[src/design/mst_pkg.sv]
// Package for the minimum spanning tree block: sizes, codes, state and
// vertex cell control types. No dependencies.
package mst_pkg;

    localparam int MAX_VERTICES = 64;
    localparam int MAX_EDGES    = 256;
    localparam int WEIGHT_BITS  = 24;

    localparam int VIDX_W  = $clog2(MAX_VERTICES);
    localparam int VCNT_W  = $clog2(MAX_VERTICES + 1);
    localparam int EADDR_W = (MAX_EDGES > 1) ? $clog2(MAX_EDGES) : 1;
    localparam int ECNT_W  = $clog2(MAX_EDGES + 1);
    localparam int KEY_W   = WEIGHT_BITS + 1;
    localparam int PAR_W   = VIDX_W + 1;
    localparam int EDGE_W  = 2 * VIDX_W + WEIGHT_BITS;
    localparam int CFG_W   = VCNT_W;

    // positive and above every weight, so any edge lowers an unreached key
    localparam logic signed [KEY_W-1:0] KEY_INF  = KEY_W'(1) << (WEIGHT_BITS - 1);
    localparam logic signed [PAR_W-1:0] PAR_NONE = '1;

    typedef enum logic {
        REG_VERTEX_COUNT = 1'b0,
        REG_START_VERTEX = 1'b1
    } cfg_reg_t;

    typedef enum logic [2:0] {
        ST_IDLE,
        ST_INIT,
        ST_SEARCH,
        ST_RELAX,
        ST_FINISH
    } state_t;

    // running minimum handed from cell to cell
    typedef struct packed {
        logic                    found;
        logic signed [KEY_W-1:0] key;
        logic [VIDX_W-1:0]       idx;
        logic signed [PAR_W-1:0] par;
    } token_t;

    // broadcast control to every cell
    typedef struct packed {
        logic                    init;
        logic [VIDX_W-1:0]       start;
        logic [VCNT_W-1:0]       n;
        logic                    mark;
        logic [VIDX_W-1:0]       mark_idx;
        logic                    relax;
        logic [VIDX_W-1:0]       relax_other;
        logic signed [KEY_W-1:0] relax_w;
        logic [VIDX_W-1:0]       relax_par;
    } cell_ctl_t;

endpackage

[src/design/mst_cell.sv]
// One vertex cell: key, parent and visited flag, plus one stage of the
// minimum-search chain. Depends on mst_pkg.
module mst_cell (
    input  logic               aclk,
    input  logic [mst_pkg::VIDX_W-1:0] cell_idx,
    input  mst_pkg::cell_ctl_t ctl,
    input  mst_pkg::token_t    tok_in,
    output mst_pkg::token_t    tok_out
);
    import mst_pkg::*;

    logic signed [KEY_W-1:0] key_reg, key_next;
    logic signed [PAR_W-1:0] par_reg, par_next;
    logic                    visited_reg, visited_next;
    token_t                  tok_reg, tok_next;
    logic                    elig;

    always_comb begin
        key_next     = key_reg;
        par_next     = par_reg;
        visited_next = visited_reg;
        if (ctl.init) begin
            key_next     = (cell_idx == ctl.start) ? '0 : KEY_INF;
            par_next     = PAR_NONE;
            visited_next = 1'b0;
        end else begin
            if (ctl.mark && ctl.mark_idx == cell_idx) begin
                visited_next = 1'b1;
            end
            if (ctl.relax && ctl.relax_other == cell_idx && !visited_reg
                    && ctl.relax_w < key_reg) begin
                key_next = ctl.relax_w;
                par_next = signed'({1'b0, ctl.relax_par});
            end
        end
    end

    // strict less keeps the earlier (lower) index on ties
    always_comb begin
        elig = !visited_reg && ({1'b0, cell_idx} < ctl.n);
        if (elig && (!tok_in.found || key_reg < tok_in.key)) begin
            tok_next.found = 1'b1;
            tok_next.key   = key_reg;
            tok_next.idx   = cell_idx;
            tok_next.par   = par_reg;
        end else begin
            tok_next = tok_in;
        end
    end

    always_ff @(posedge aclk) begin
        key_reg     <= key_next;
        par_reg     <= par_next;
        visited_reg <= visited_next;
        tok_reg     <= tok_next;
    end

    assign tok_out = tok_reg;
endmodule

[config.mk]
export PLATFORM = sky130hd
export DESIGN_NAME = mst_cell
export DESIGN_NICKNAME = d
export VERILOG_FILES = /design/src/design/mst_pkg.sv /design/src/design/mst_cell.sv
export SDC_FILE = /design/constraint.sdc
export NUM_CORES = 1
export LEC_CHECK = 0
export BUFFER_PORTS_ARGS = -buffer_cell sky130_fd_sc_hd__buf_2
export CAP_MARGIN = 20
export CORE_MARGIN = 10
export CORE_UTILIZATION = 45
export CTS_CLUSTER_DIAMETER = 200
export DETAILED_ROUTE_END_ITERATION = 12
export PLACE_DENSITY = 0.73
export REMOVE_ABC_BUFFERS = 1
export SYNTH_ARGS = -nofsm -noshare
export SYNTH_HDL_FRONTEND = slang
export SYNTH_SLANG_ARGS = --single-unit
[constraint.sdc]
create_clock -name aclk -period 2.61 [get_ports aclk]
set_input_delay 0.3915 -clock aclk [delete_from_list [all_inputs] [get_ports aclk]]
set_output_delay 0.3915 -clock aclk [all_outputs]
set_load 0.005 [all_outputs]
---- Word level (Yosys, flattened, before mapping) ----
Cells that the tools add are included.
cells by class
  magnitude comparators ................... 3
  equal/unequal tests ..................... 3
  multiplexer cells ....................... 4
  reductions and logical operators ........ 10
operator list
  operator             count
  $lt A25 B25 Y1       2
  $mux W25             2
  $mux W38             1
  $mux W24             1
  $eq A6 B6 Y1         3
  $lt A6 B7 Y1         1
  $logic_and A1 B1 Y1  6
  $logic_not A1 Y1     2
  $reduce_bool A2 Y1   1
  $logic_or A1 B1 Y1   1
word-level totals
  flip-flop bits (word level) ............. 72
  input port bits ......................... 105
  output and inout bits ................... 39
  word-level logic and storage cells ...... 27

---- Longest topological paths before layout ----
  depth in word-level cells ............... 6
  gate-level depth with buffers ........... 11
  mapped depth without buffers ............ 9

---- Least setup slack after synthesis ----
OpenSTA, ideal clock, no wires.
  path kind ............................... input -> register
  from .................................... input ctl[29] (netlist name)
  to ...................................... register key_reg[0], enable pin
  data arrival time ....................... 2.303 ns
  path slack .............................. -0.054 ns
  stages on the path ...................... 9
  buffers on the path ..................... 1
  cells stage by stage .................... ha_1 -> nand4_1 -> nor3_1 -> a221oi_1 -> o211ai_1 -> or3_1 -> buf_2 -> nand2_2 -> or2_2
on the way
  word-level cells in the longest chain between the ends .. 3
RTL lines
  element                       RTL line        source
  start: declaration            mst_cell.sv:6   input mst_pkg::cell_ctl_t ctl,
  $lt A25 B25 Y1                mst_cell.sv:31  && ctl.relax_w < key_reg) begin
  $logic_and A1 B1 Y1           mst_cell.sv:31
  $reduce_bool A2 Y1 (no line)  -
  end signal: assignment        mst_cell.sv:52  key_reg <= key_next;
  end: declaration              mst_cell.sv:12  logic signed [KEY_W-1:0] key_reg, key_next;
Every way passes these cells.
A chain may end at the register's enable or synchronous reset.

---- Final worst setup path ----
  from .................................... register key_reg[12]
  to ...................................... register key_reg[9], enable pin
on the way
  word-level cells in the longest chain between the ends .. 3
RTL lines
  element                       RTL line
  $lt A25 B25 Y1                mst_cell.sv:31
  $logic_and A1 B1 Y1           mst_cell.sv:31
  $reduce_bool A2 Y1 (no line)  -
Every way passes these cells.

==> results.cfg <==
[run_status]
status = finished, violations left
violations = negative setup slack

[synth]
synth_area_um2 = 4026
synth_cell_types = 44
synth_seq_area_share = 0.4201
ys_ff_latch = 72
avgSynthCellArea_um2 = 10.46
yosys_warnings = 0
netlist_instances = 385

[floorplan]
die_w_um = 114.6
initial_core_util = 0.4617
placement_rows = 34
die-area_um2 = 13130
fp.dieH_um = 114.6
num_io_pins = 144
core_area_um2 = 8721

[placed_design]
dp.final_hpwl_um = 8809
placed_area_um2 = 5010
port_buffers = 143
gp_congestion = 0.8161

[detailed_routing]
routed.top_layer = met4
vias = 3406
postRouteAntennaNets = 0
wl_met1_um = 4675
wl_per_cell_um = 16.98
drtIter0Drc = 106
first_pass_iters = 4
wl_met2_um = 5629
dr_wl_met3_um = 1089
drc_errors = 0
routed_wl_um = 11580
vias_per_cell = 4.994

[critical_path]
critPathKind = flop to flop
arrival_ns = 2.70
crit_fanout = 17
r2r_slack_ns = -0.03
start_kind = flop
worstSetupEndpointType = flop
worstPathRequired_ns = 2.67

[job]
cap_violations = 0

[sta]
rsz0062_at_grt = true
slew_headroom = 0.5206
fin_crit_ns = 2.643
fin_crit_sh = 1.013
fmax_mhz = 378.3
hold_slack_ns = 0.2374
setup_violations = 20
skew_ns = 0.006953
fin_ws_ns = -0.03326
finalHoldViolCount = 0
worst_pin_slew_ns = 0.7191
maxSlewViolCount = 0

[clock_tree]
worstSkewPairLatency_ns = 0.35
cts_htree_levels = 3
clk_pin_slew_ns = 0.08
postCtsHoldBufs = 0
cts_tree = built
numCtsBuffers = 9
clockRootBuffer = clkbuf_8
clockBufferDepth = 2
cts.sinks = 72

[layout]
largest_reg_flops = 39
final_core_util = 0.6657
final_nets = 727
layout-drive-gt1-share = 0.4373
multi_input_area_um2 = 2422
antenna_cells = 0
regArea_um2 = 1692
layout_common_cells = 143 x buf_2, 47 x dfxtp_1, 46 x inv_1
final_common_cell = buf_2
syn2layout_area_growth_pct = 44.19
fin_area_um2 = 5806
n_fill_cell = 657

[global_routing]
grt_antenna_before_repair = 0
grt_max_degree = 36
grt_first_pass_wirelength_um = 17230
grt-ovfl-total = 0
grt_pass1_vias = 3667
grt_usage = 0.1634

[power_and_ir_drop]
ir_worst_vdd_v = 0.0003305
power_leakage_nw = 2.803
p_total_w = 0.003213
power_density_nw_per_um2 = 553.4

[worst_hold_path]
hold_path_class = input port to flop
==> through the flow <==
| stage | worst slack (ns) | cells | TNS, ns |
|---|---|---|---|
| 2_1_floorplan | -1.389 | 377 | -50.79 |
| 3_3_place_gp | -0.3509 | 648 | -10.10 |
| 3_5_place_dp | -0.3977 | 648 | -14.67 |
| 4_1_cts | 0.006293 | 667 | 0 |
| 5_1_grt | -0.1576 | 682 | -5.787 |
| 6_report | -0.03326 | 682 | -0.5624 |
==> timing repair <==
item	CTS	global route
endpoints found under the setup margin	52	64
pin swaps	4	23
gates cloned	0	1
resized for setup	5	55
buffers inserted	3	14
==> layer usage <==
layer	vias to the layer above	GRT usage
li1	1705	-
met3	17	0.07180
met1	1568	0.1777
met2	116	0.2752
met5	-	0
met4	0	0.05848
==> critical path: stages, from the launching register on <==
cell and delay, ns:
edfxtp_1 0.41, inv_2 0.07, ha_4 0.27, nand4_1 0.18, nor4_4 0.35, nor4bb_4 0.42, buf_4 0.19, o21ai_4 0.06
nand2_2 0.08, or2_4 0.14, buf_12 0.17
==> kinds of logic (layout without fill, tap and decap cells) <==
| logic type | after synthesis | count (layout) | synth area share |
|---|---|---|---|
| simple gates | 87 | 87 | 0.1237 |
| flops | 72 | 72 | 0.4201 |
| buf+inv | 63 | 252 | 0.06650 |
| fa+ha+maj | 53 | 53 | 0.1647 |
| compound gates | 52 | 52 | 0.08204 |
| mux | 40 | 40 | 0.1038 |
| xor+xnor | 18 | 18 | 0.03916 |
==> cell usage after synthesis (all sizes together) <==
cell     n  area, µm²
a211o    6      52.55
a211oi   3      22.52
a21o     3      22.52
a21oi   21      105.1
a221oi   1      8.760
a22oi    1      7.510
a31o     1      8.760
a31oi    1      6.260
a41oi    1      8.760
and3     6      37.54
buf      5      50.04
clkbuf   3      11.26
dfxtp   47      940.9
edfxtp  25      750.7
ha      53      663.1
inv     55      206.5
mux2    14      157.7
mux2i   26      260.3
nand2   16      62.56
nand2b   3      18.77
nand3    5      25.02
nand3b   2      15.01
nand4    7      50.05
nor2     9      33.78
nor2b   28      175.2
nor3     3      20.02
nor4     5      37.53
nor4bb   1      10.01
o211ai   1      7.510
o21ai   10      50.04
o22ai    1      6.260
o31ai    1      7.510
o41ai    1      16.27
or2      1      6.260
or3      1      6.260
xnor2    9      78.83
xor2     9      78.83
==> layout make-up <==
type	count	share of cell area
multi-input cells	250	0.4172
flip-flops and latches	72	0.2914
repair buffers	181	0.1858
clock buffers	13	0.03858
inverters	55	0.03556
well taps	108	0.02328
clock inverters	3	0.008190
==> where the power goes <==
part	internal [W]	switching (W)	total, W
logic	0.000413	0.000374	0.000787
clock network	0.000677	0.000444	0.00112
registers	0.00127	0.0000348	0.00130
==> worst paths after layout <==
| kind | from | to | cells after the start |
|---|---|---|---|
| max | key_reg[12] | key_reg[9] | 10 |
| min | ctl[4] | par_reg[4] | 2 |
| max reg2reg | key_reg[12] | key_reg[9] | 10 |
| min reg2reg | par_reg[5] | tok_out[5] | 1 |
(Power assumes the default switching activity.)
