## config.mk

```make
export PLATFORM = sky130hd
export DESIGN_NAME = mst_ram
export DESIGN_NICKNAME = d
export VERILOG_FILES = /design/src/design/mst_ram.sv
export SDC_FILE = /design/constraint.sdc
export NUM_CORES = 1
export LEC_CHECK = 0
export ABC_AREA = 1
export BUFFER_PORTS_ARGS = -buffer_cell sky130_fd_sc_hd__buf_2
export CORE_MARGIN = 2
export CORE_UTILIZATION = 45
export CTS_BUF_LIST = sky130_fd_sc_hd__clkbuf_8
export CTS_CLUSTER_DIAMETER = 40
export CTS_CLUSTER_SIZE = 14
export DETAILED_ROUTE_END_ITERATION = 10
export RECOVER_POWER = 25
export SETUP_SLACK_MARGIN = 0.3
export SLEW_MARGIN = 20
export SYNTH_ARGS = -nofsm -noshare
export SYNTH_HDL_FRONTEND = slang
export SYNTH_SLANG_ARGS = --single-unit
```

## constraint.sdc

```tcl
create_clock -name aclk -period 1 [get_ports aclk]
set_input_delay 0.05 -clock aclk [delete_from_list [all_inputs] [get_ports aclk]]
set_output_delay 0.05 -clock aclk [all_outputs]
set_load 0.01 [all_outputs]
```

## src/design/mst_ram.sv

```systemverilog
// Generic single-write, single-read RAM with registered read data.
// No dependencies.
module mst_ram #(
    parameter int WIDTH = 8,
    parameter int DEPTH = 16
) (
    input  logic                     aclk,
    input  logic                     we,
    input  logic [$clog2(DEPTH)-1:0] waddr,
    input  logic [WIDTH-1:0]         wdata,
    input  logic [$clog2(DEPTH)-1:0] raddr,
    output logic [WIDTH-1:0]         rdata
);
    logic [WIDTH-1:0] mem [DEPTH];
    logic [WIDTH-1:0] rdata_reg;

    always_ff @(posedge aclk) begin
        if (we) begin
            mem[waddr] <= wdata;
        end
        rdata_reg <= mem[raddr];
    end

    assign rdata = rdata_reg;
endmodule

```

=== Word-level counts from Yosys, hierarchy flattened ===
Memories as Yosys holds them, arrays and structs flattened. A register that Yosys moved wholly into a read port is not among the register bits.
Index checks and enable logic that the tools add are counted.

* ROM bits: 0
* Logic and storage cells: 3
* Latch bits: 0
* Register bits after elaboration: 0
* Memories: 1
* Input port bits: 18
* RAM bits: 128
* Output and inout bits: 8

{| class="wikitable"
|+ Memories
! memory !! depth !! bits a word !! rd ports !! clocked after memory_dff !! wr ports !! RTL line !! source
|-
| mem || 16 || 8 || 1 || 1 || 1 || 14 || <nowiki>logic [WIDTH-1:0] mem [DEPTH];</nowiki>
|}

* Reduce and logical (&&, ||, !) cells: 0
* Equal/unequal tests: 0
* Multipliers: 0
* Shifts and indexed selects: 0
* Magnitude comparators: 0
* Add/subtract/negate cells: 0
* Multiplexer cells: 2
* Div/mod/pow operators: 0
* Bitwise gates (word level): 0

{| class="wikitable"
|+ Operator list
! kind !! number
|-
| two-way mux 1 bit || 2
|}

=== Depth between registers and ports, before layout ===
Gate-level depths: netlist of the first run.

* Depth in word-level cells: 2
* Gate-level depth with buffers: 8
* Mapped depth without buffers: 7

=== Least setup slack after synthesis of the first run ===
OpenSTA, ideal clock, no wires.

* Path type: in2reg
* Start point: in waddr[3]
* End point: mem mem[4][0], enable pin
* Stages on the path: 2
* Arrival time: 0.631 ns
* Buffers on the path: 0
* Path slack: -0.001 ns
* Setup time: 0.370 ns
* Required time: 0.630 ns
* Cell sequence: nand3b_1 nor2_1

{| class="wikitable"
|+ RTL lines
! element !! RTL line !! source
|-
| from (decl) || 9 || <nowiki>input logic [$clog2(DEPTH)-1:0] waddr,</nowiki>
|-
| to (decl) || 14 ||
|}

Straight into the memory's write port.

==> reports/metrics.yaml, run 1 <==
global_route:
  grt_use_total_pct: 20.8
  grt_pass1_vias: 3689
  grt_busiest_layer: "met2"
  use_met3_pct: 6.13
  antenna_found_initial: 0
  grt_overflow: 0
  grt_pass1_wl_um: 20100
  grt_max_degree: 35
  met2_usage_pct: 31.9
  grt_use_met1_pct: 27.9
pwr:
  ir_worst_vdd_v: 0.00100
  power.density_nw_per_um2: 1630
  p_leak_nw: 2.99
layout:
  antennaDiodeCount: 0
  area_growth_pct: 21.0
  drive_gt1_share_pct: 23.8
  largest_reg_flops: 128
  instances_no_fill: 790
  nets: 623
synth:
  yosysWarnings: 0
  synthXorXnorAreaFrac_pct: 0
  synthAdderAreaFrac_pct: 0
  synth_compound_area_share_pct: 0
  synth_cell_types: 12
  yosys-top-cells-area: "edfxtp_1, nand2_1, nand3_1, inv_1, dfxtp_1"
  ys_ff_latch: 136
  seq_area_frac_synth_pct: 69.4
  synth_top_family_by_area: "simple AND/OR/NAND/NOR gates"
  syn_inst: 551
  syn_nets: 569
  syn_area_sq_um: 5770
  synth_edf_count: 128
  yosysMostFrequentCell: "nand2_1"
  synthArstFlopShare_pct: 0
  synth_ff_type: "edfxtp_1"
  synth_commonest_cells: "nand2_1, edfxtp_1, inv_1"
  synth_top_cell_area_share_pct: 66.7
  syn_area_per_cell_sq_um: 10.5
  synth-simple-area-share_pct: 21.0
  synth_mux_area_share_pct: 0
  synth_top_area_cell: "edfxtp_1"
critical_path:
  path_class: "reg -> reg"
  critPathLaunchType: "register"
  endpoint_kind: "register"
  cp.required_ns: 1.33
  critPathMaxFanout: 1
  crit_arrival_ns: 1.29
routing:
  dr_total_vias: 3821
  antenna_left: 0
  wl_per_cell_um: 16.5
  drt_iter0_markers: 371
  drt_pass1_iterations: 4
  wl_um: 13100
  drt_drc_violations_left: 0
  via_per_inst: 4.84
sta:
  grt_setup_unrepaired: "yes"
  max_freq_mhz: 1040
  hold_viol_final: 0
  slew_viol_final: 0
  slew_headroom_pct: 38.4
  setup_violations: 0
  final.setup_skew_ns: 0.0110
  worst_pin_slew_ns: 0.924
  fin_crit_ns: 0.963
  fin_crit_sh_pct: 96.3
  final.setup.worst_slack_ns: 0.0368
cts:
  clkSinkCount: 136
  cts_buffer_depth: 2
  clk_latency_ns: 0.45
  path_clk_slew_ns: 0.08
  cts_tree: "done"
  cts_made_buffers: 17
  h-tree-depth: 4
  cts_root_buffer: "clkbuf_8"
die:
  fp.dieW_um: 117
  die-area_sq_um: 13700
  ios: 26
  die_h_um: 117
  rows: 41
  start_util_pct: 45.9
  core_sq_um: 12600
outcome:
  status: "completed"
place:
  dpl.cell_count: 756
  numPortBuffers: 25
  gp_congestion: 0.872
  dp_hpwl_um: 8360
  pre_cts_ws_ns: -0.132
job:
  max_cap_violations: 0
hold_path:
  min_path_type: "in -> reg"
## critical path: stages, from the launching register on
cell and delay (ns):
edfxtp_1 0.37, inv_2 0.06, nand2_1 0.05, nand3_1 0.07, nand3_1 0.10, nand3_2 0.11, nand2_1 0.08
## logic make-up (layout without fill, tap and decap cells)
family	Yosys count	count (layout)
and+or+nand+nor	289	289
buffers and inverters	126	193
DFF	136	136
## power breakdown
part / switching, mW / internal (mW) / leakage [nW]
clock network: 1.97 / 1.96 / 0.197
logic: 0.649 / 0.360 / 1.57
registers: 0.0436 / 6.37 / 1.22
total: 2.66 / 8.70 / 2.99
## placed cells by master, fill, tap and decap left out
cell type and instances:
buf_12 8, buf_2 16, buf_4 23, buf_6 5
clkbuf_1 5, clkbuf_8 22, clkinv_1 3, clkinv_2 2
dfxtp_1 5, dfxtp_2 3, dlygate4sd3_1 2, edfxtp_1 128
inv_1 99, inv_2 8, nand2_1 163, nand2_2 6
nand2_4 4, nand3_1 64, nand3_2 32, nand3_4 1
nand3b_1 2, nor2_2 8, nor2_4 9
## stage by stage
| stage | utilization [%] | hold slack [ns] | cell area (sq um) | setup TNS, ns | power [mW] |
|---|---|---|---|---|---|
| after floorplan | - | 0.149 | 5900 | 0 | 7.03 |
| after global placement | 51.0 | 0.451 | 6410 | -8.14 | 7.45 |
| after detailed placement | 51.0 | 0.446 | 6410 | -10.0 | 7.45 |
| after CTS | 54.3 | 0.00310 | 6820 | 0 | 11.4 |
| after global routing | 55.5 | 0.0495 | 6980 | -0.0486 | 11.8 |
| final | 55.5 | 0.0596 | 6980 | 0 | 11.4 |
## per-layer routing
layer | share of wire (%) | routed length (um) | vias to the layer above
met5 | 0 | 0 | -
met4 | 1.9 | 247 | 0
met3 | 5.7 | 748 | 21
met2 | 48 | 6240 | 118
met1 | 45 | 5820 | 1807
li1 | - | - | 1875
## final cells by class
class | count | area, sq um
well taps | 172 | 215
inverters | 102 | 383
fillers | 1061 | 5590
clock inverters | 10 | 40.0
repair buffers | 59 | 508
flip-flops and latches | 136 | 4010
clock buffers | 22 | 303
multi-input cells | 289 | 1520
## final timing paths
check	depth (start not counted)	slack, ns	to	start
worst min register to register	6	0.68	rdata[0]	mem[8][0]
worst max-delay path	6	0.04	rdata[5]	mem[6][5]
worst max register to register	6	0.04	rdata[5]	mem[6][5]
worst min-delay path	1	0.06	mem[5][3]	wdata[3]
## what timing repair did
| item | in CTS | in global routing |
|---|---|---|
| setup endpoints to repair | 16 | 19 |
| endpoints found under the hold margin | 2 | 0 |
| hold buffers | 2 | 0 |
| pin swaps | 7 | 16 |
| gates resized for setup | 10 | 38 |
| setup buffers | 0 | 0 |
Note: power is estimated with default switching activity, not from simulation.
==> run 2: changes to the inputs <==
--- a/config.mk
+++ b/config.mk
@@ -6,13 +6,13 @@
 export NUM_CORES = 1
 export LEC_CHECK = 0
 export ABC_AREA = 1
-export BUFFER_PORTS_ARGS = -buffer_cell sky130_fd_sc_hd__buf_2
 export CORE_MARGIN = 2
 export CORE_UTILIZATION = 45
 export CTS_BUF_LIST = sky130_fd_sc_hd__clkbuf_8
 export CTS_CLUSTER_DIAMETER = 40
 export CTS_CLUSTER_SIZE = 14
 export DETAILED_ROUTE_END_ITERATION = 10
+export DONT_BUFFER_PORTS = 1
 export RECOVER_POWER = 25
 export SETUP_SLACK_MARGIN = 0.3
 export SLEW_MARGIN = 20
==> reports/metrics.yaml, run 2 (same netlist as run 1, synthesis figures left out) <==
global_route:
  grt_pass1_vias: 3635  # -1.5%
  grt_use_total_pct: 22.8  # +2.0 points
  antenna_found_initial: 1  # +1
  grt_max_degree: 66  # +89%
  grt_overflow: 0  # unchanged
  grt_pass1_wl_um: 21900  # +8.9%
die:
  ios: 26  # unchanged
  start_util_pct: 45.9  # unchanged
  core_sq_um: 12600  # unchanged
  rows: 41  # unchanged
  die-area_sq_um: 13700  # unchanged
  fp.dieW_um: 117  # unchanged
  die_h_um: 117  # unchanged
layout:
  final_common_cell: "nand2_1"
  largest_reg_flops: 128  # unchanged
  mostFrequentLayoutCells: "nand2_1, edfxtp_1, inv_1, nand3_1, nand3_2"
  area_growth_pct: 18.3
  nets: 585  # -6.1%
  multi_input_area_sq_um: 1500  # -0.99%
  drive_gt1_share_pct: 19.7  # -4.1 points
  nFillCells: 1121  # +5.7%
  seq_area_sq_um: 4030  # +0.47%
sta:
  grt_setup_unrepaired: "yes"
  final.setup_skew_ns: 0.00657  # -0.00448 ns
  slew_headroom_pct: 42.4  # +4.0 points
  fin_setup_tns_ns: 0  # unchanged
  hold_viol_final: 8  # +8
  setup_violations: 0  # unchanged
  hold_slack_ns: -0.277  # -0.336 ns
  fin_crit_ns: 0.993  # +0.0301 ns
  fin_crit_sh_pct: 99.3  # +3.0 points
  max_freq_mhz: 1010  # -3.0%
  final.setup.worst_slack_ns: 0.00666  # -0.0301 ns
  worst_pin_slew_ns: 0.860  # -0.0634 ns
  slew_viol_final: 0  # unchanged
routing:
  via_per_inst: 4.96  # +2.6%
  dr_total_vias: 3735  # -2.3%
  wl_um: 14300  # +9.2%
  drt_iter0_markers: 266  # -28%
  antenna_left: 0  # unchanged
  drt_pass1_iterations: 4  # unchanged
  wl_per_cell_um: 18.9  # +15%
  drt_drc_violations_left: 0  # unchanged
critical_path:
  cp_top_family: "buffers and inverters"
  cp.required_ns: 1.14  # -0.19 ns
  endpoint_kind: "register"
  path_class: "in -> reg"
  worstPathBufferInverterCount: 1  # unchanged
  slowest_stage: "dlygate4sd3_1"
  path_cells: "dlygate4sd3_1"
  critPathLaunchType: "primary input"
  crit_arrival_ns: 1.13  # -0.16 ns
  critPathMaxFanout: 16  # +15
  r2r_setup_slack_ns: 0.03  # about the same
  cpPeakStageDelay_ns: 1.07  # +0.70 ns
pwr:
  power.density_nw_per_um2: 1830  # +12%
  p_leak_nw: 2.92  # -2.6%
  ir_worst_vdd_v: 0.000946  # -5.6%
cts:
  path_clk_slew_ns: 0.08  # about the same
  cts_root_buffer: "clkbuf_8"
  h-tree-depth: 4  # unchanged
  cts_made_buffers: 17  # unchanged
  cts_buffer_depth: 2  # unchanged
  clkSinkCount: 136  # unchanged
  cts_tree: "done"
  clk_latency_ns: 0.45  # about the same
outcome:
  status: "finished, violations left"
  failed_checks: "hold timing"
place:
  dp_hpwl_um: 8420  # +0.73%
  pre_cts_ws_ns: -0.0104  # +0.121 ns
  gp_congestion: 0.837  # -4.1%
  numPortBuffers: 0  # -100%
hold_path:
  min_path_type: "in -> reg"
job:
  max_cap_violations: 0  # unchanged
## run 2: cell types whose count changed in the layout (fill, tap and decap cells not counted), sizes merged, moves of 5 or more
cell,delta
clkbuf,-8
buf,-41
dlymetal6s4s,+7
inv,-5
bufinv,+6
## run 2: where the power goes
part	total, mW	switching (mW)	internal, mW
clock	5.29	2.11	3.18
combinational	0.740	0.493	0.247
sequential	6.46	0.0838	6.38
total	12.5	2.69	9.80
## run 2: final timing paths
| kind | startpoint | end | cells past startpoint |
|---|---|---|---|
| setup / recovery | wdata[1] | mem[6][1] | 1 |
| hold / removal | raddr[3] | rdata[4] | 2 |
| setup reg to reg | mem[1][3] | rdata[3] | 6 |
| hold reg to reg | mem[0][5] | rdata[5] | 6 |
## run 2: what timing repair did
item,in CTS,in global routing
setup endpoints to repair,16,128
gates cloned,0,0
setup buffers,0,0
resized for setup,41,30
hold buffers,7,1
pin swaps,12,9
hold endpoints to repair,200,88
## run 2: metal layers
| layer | part of all wire, % | wire length, um | global-route usage (%) |
|---|---|---|---|
| met5 | 0 | 0 | 0 |
| met4 | 1.9 | 275 | 9.10 |
| met3 | 8.6 | 1230 | 6.75 |
| met2 | 48 | 6900 | 35.2 |
| met1 | 41 | 5860 | 30.6 |
## run 2: cell type report
type,instances,area share [%]
Antenna cell,1,0.0367
Clock buffer,17,3.43
Clock inverter,15,3.39
Inverter,102,5.61
Multi-Input combinational cell,289,22.0
Sequential cell,136,59.0
Tap cell,172,3.15
Timing Repair Buffer,21,3.30
## run 2: stage by stage
step | hold slack (ns) | instances | total power, mW | utilization [%] | cell area, sq um
after floorplan | 0.149 | 551 | 7.03 | - | 5900
after global placement | 0.150 | 712 | 7.15 | 48.4 | 6080
after detailed placement | 0.150 | 712 | 7.15 | 48.4 | 6080
after CTS | -0.331 | 751 | 12.5 | 53.9 | 6770
after global routing | -0.277 | 753 | 12.9 | 54.3 | 6820
final | -0.277 | 753 | 12.5 | 54.3 | 6820
==> run 3: changes to the inputs <==
--- a/config.mk
+++ b/config.mk
@@ -7,7 +7,7 @@
 export LEC_CHECK = 0
 export ABC_AREA = 1
 export CORE_MARGIN = 2
-export CORE_UTILIZATION = 45
+export CORE_UTILIZATION = 42
 export CTS_BUF_LIST = sky130_fd_sc_hd__clkbuf_8
 export CTS_CLUSTER_DIAMETER = 40
 export CTS_CLUSTER_SIZE = 14
==> reports/metrics.yaml, run 3 (same netlist as run 1, synthesis figures left out) <==
routing:
  antenna_left: 0  # unchanged
  dr_total_vias: 3751  # +0.43%
  via_per_inst: 4.94  # -0.50%
  wl_per_cell_um: 17.8  # -6.0%
  drt_iter0_markers: 262  # -1.5%
  drt_drc_violations_left: 0  # unchanged
  drt_pass1_iterations: 4  # unchanged
  wl_um: 13500  # -5.2%
pwr:
  seqPwrFrac_pct: 58.2  # +6.5 points
  p_leak_nw: 2.87  # -1.4%
  clkPwrFrac_pct: 35.2  # -7.2 points
  power_mw: 11.1  # -11%
  power.density_nw_per_um2: 1660  # -9.6%
  power_frac_comb_pct: 6.7  # +0.8 points
  p_sw_mw: 2.46  # -8.5%
  ir_worst_vdd_v: 0.000920  # -2.7%
  p_int_mw: 8.63  # -12%
  netSwitchingFraction_pct: 22.2  # +0.67 points
cts:
  cts_root_buffer: "clkbuf_8"
  h-tree-depth: 4  # unchanged
  clkSinkCount: 136  # unchanged
  cts_made_buffers: 17  # unchanged
  cts_tree: "done"
  cts_buffer_depth: 2  # unchanged
  clk_latency_ns: 0.44  # about the same
  path_clk_slew_ns: 0.07  # about the same
  holdBufCountCts: 8  # +1
place:
  numPortBuffers: 0  # unchanged
  dpl_cell_area_sq_um: 6130  # +0.78%
  dp_hpwl_um: 8300  # -1.5%
  gp_congestion: 0.858  # +2.5%
  pre_cts_ws_ns: -0.0595  # -0.0491 ns
global_route:
  antenna_found_initial: 0  # -1
  grt_pass1_vias: 3720  # +2.3%
  grt_max_degree: 66  # unchanged
  grt_use_total_pct: 20.2  # -2.6 points
  grt_pass1_wl_um: 21300  # -2.8%
  grt_overflow: 0  # unchanged
layout:
  seq_area_sq_um: 4020  # -0.19%
  largest_reg_flops: 128  # unchanged
  drive_gt1_share_pct: 18.5  # -1.2 points
  multi_input_area_sq_um: 1480  # -1.7%
  area_growth_pct: 16.1
  nets: 589  # +0.68%
  mostFrequentLayoutCells: "nand2_1, edfxtp_1, inv_1, nand3_1, nand3_2"
  final_common_cell: "nand2_1"
  postLayoutCellArea_sq_um: 6700  # -1.8%
  antennaDiodeCount: 0  # -1
  nFillCells: 1211  # +8.0%
sta:
  slew_viol_final: 0  # unchanged
  final.setup.worst_slack_ns: 0.0366  # +0.0300 ns
  slew_headroom_pct: 44.7  # +2.3 points
  hold_viol_final: 25  # +17
  worst_pin_slew_ns: 0.826  # -0.0345 ns
  final.setup_skew_ns: 0.00647  # -0.0000989 ns
  fin_crit_ns: 0.963  # -0.0300 ns
  fin_setup_tns_ns: 0  # unchanged
  fin_crit_sh_pct: 96.3  # -3.0 points
  grt_setup_unrepaired: "yes"
  setup_violations: 0  # unchanged
  hold_slack_ns: -0.250  # +0.0264 ns
  max_freq_mhz: 1040  # +3.1%
die:
  start_util_pct: 43.2  # -2.7 points
  die_h_um: 121  # +3.4%
  core_sq_um: 13300  # +6.2%
  die-area_sq_um: 14700  # +6.9%
  fp.dieW_um: 121  # +3.4%
  rows: 42  # +2.4%
  ios: 26  # unchanged
critical_path:
  cpPeakStageDelay_ns: 0.36  # -0.71 ns
  path_cells: "inv_1 > nand2_1 > nand3_1 > nand3_1 > nand3_1 > nand2_1"
  endpoint_kind: "register"
  path_class: "reg -> reg"
  critical_path_depth: 6  # +5
  crit_end: "rdata[1]"
  critPathMaxFanout: 1  # -15
  r2r_setup_slack_ns: 0.04  # about the same
  rr_startpoint: "mem[9][1]"
  cp_top_family: "simple AND/OR/NAND/NOR gates"
  ff2ff_path_depth: 6  # unchanged
  cp.required_ns: 1.33  # +0.19 ns
  slowest_stage: "edfxtp_1"
  critPathLaunchType: "register"
  crit_top_cell: "nand3_1"
  crit_arrival_ns: 1.30  # +0.17 ns
  timing.rr.end: "rdata[1]"
  worstSetupStartpoint: "mem[9][1]"
  worstPathBufferInverterCount: 1  # unchanged
hold_path:
  min_path_type: "in -> reg"
outcome:
  failed_checks: "hold timing"
  status: "finished, violations left"
job:
  max_cap_violations: 0  # unchanged
## run 3: cell types whose count changed in the layout (fill, tap and decap cells not counted), moves of 5 or more
cell and change:
nand3_2 -18, nand2_1 -5, nand3_1 +17, inv_1 +6
buf_4 +5, bufinv_16 -5, nor2_1 -6
## run 3: final cells by class
cell class	count	area share (%)
clock buffer	19	3.90
clock inverter	13	1.18
tap	176	3.29
multi-input combinational	289	22.1
sequential	136	60.0
timing repair buffer	25	3.83
inverter	102	5.72
## run 3: power groups by stage
stage | Sequential [mW] | Combinational, mW | Clock (mW)
global placement | 6.56 | 0.571 | 0
detailed placement | 6.57 | 0.577 | 0
CTS | 6.45 | 0.729 | 3.95
floorplan | 6.54 | 0.490 | 0
finish | 6.45 | 0.738 | 3.90
global route | 6.46 | 0.821 | 4.20
## run 3: routing by layer
metal | vias to the layer above | routed length, um | global-route usage (%)
met3 | 24 | 1000 | 5.78
met2 | 99 | 6420 | 30.8
met5 | - | 0 | 0
met4 | 0 | 347 | 9.20
met1 | 1817 | 5760 | 27.0
li1 | 1811 | - | -
## run 3: how the worst min path moves through the flow
stage	from	to	slack, ns	depth (start not counted)
after floorplan	wdata[0]	mem[0][0]	0.15	0
after global placement	wdata[1]	mem[1][1]	0.15	0
after detailed placement	wdata[0]	mem[0][0]	0.15	0
after CTS	raddr[3]	rdata[5]	-0.26	2
after global routing	raddr[3]	rdata[1]	-0.26	2
final	raddr[3]	rdata[2]	-0.25	2
## run 3: timing repair
| item | in CTS | in global routing |
|---|---|---|
| gates resized for setup | 30 | 27 |
| setup endpoints to repair | 16 | 144 |
| pin swaps | 16 | 17 |
| endpoints found under the hold margin | 182 | 57 |
| setup buffers | 0 | 0 |
## run 3: stage by stage
step                cells  hold WS [ns]  utilization, %
floorplan             551         0.149               -
global placement      720         0.150            45.9
detailed placement    720         0.150            45.9
CTS                   760        -0.264            50.0
global route          760        -0.264            50.2
finish                760        -0.250            50.2
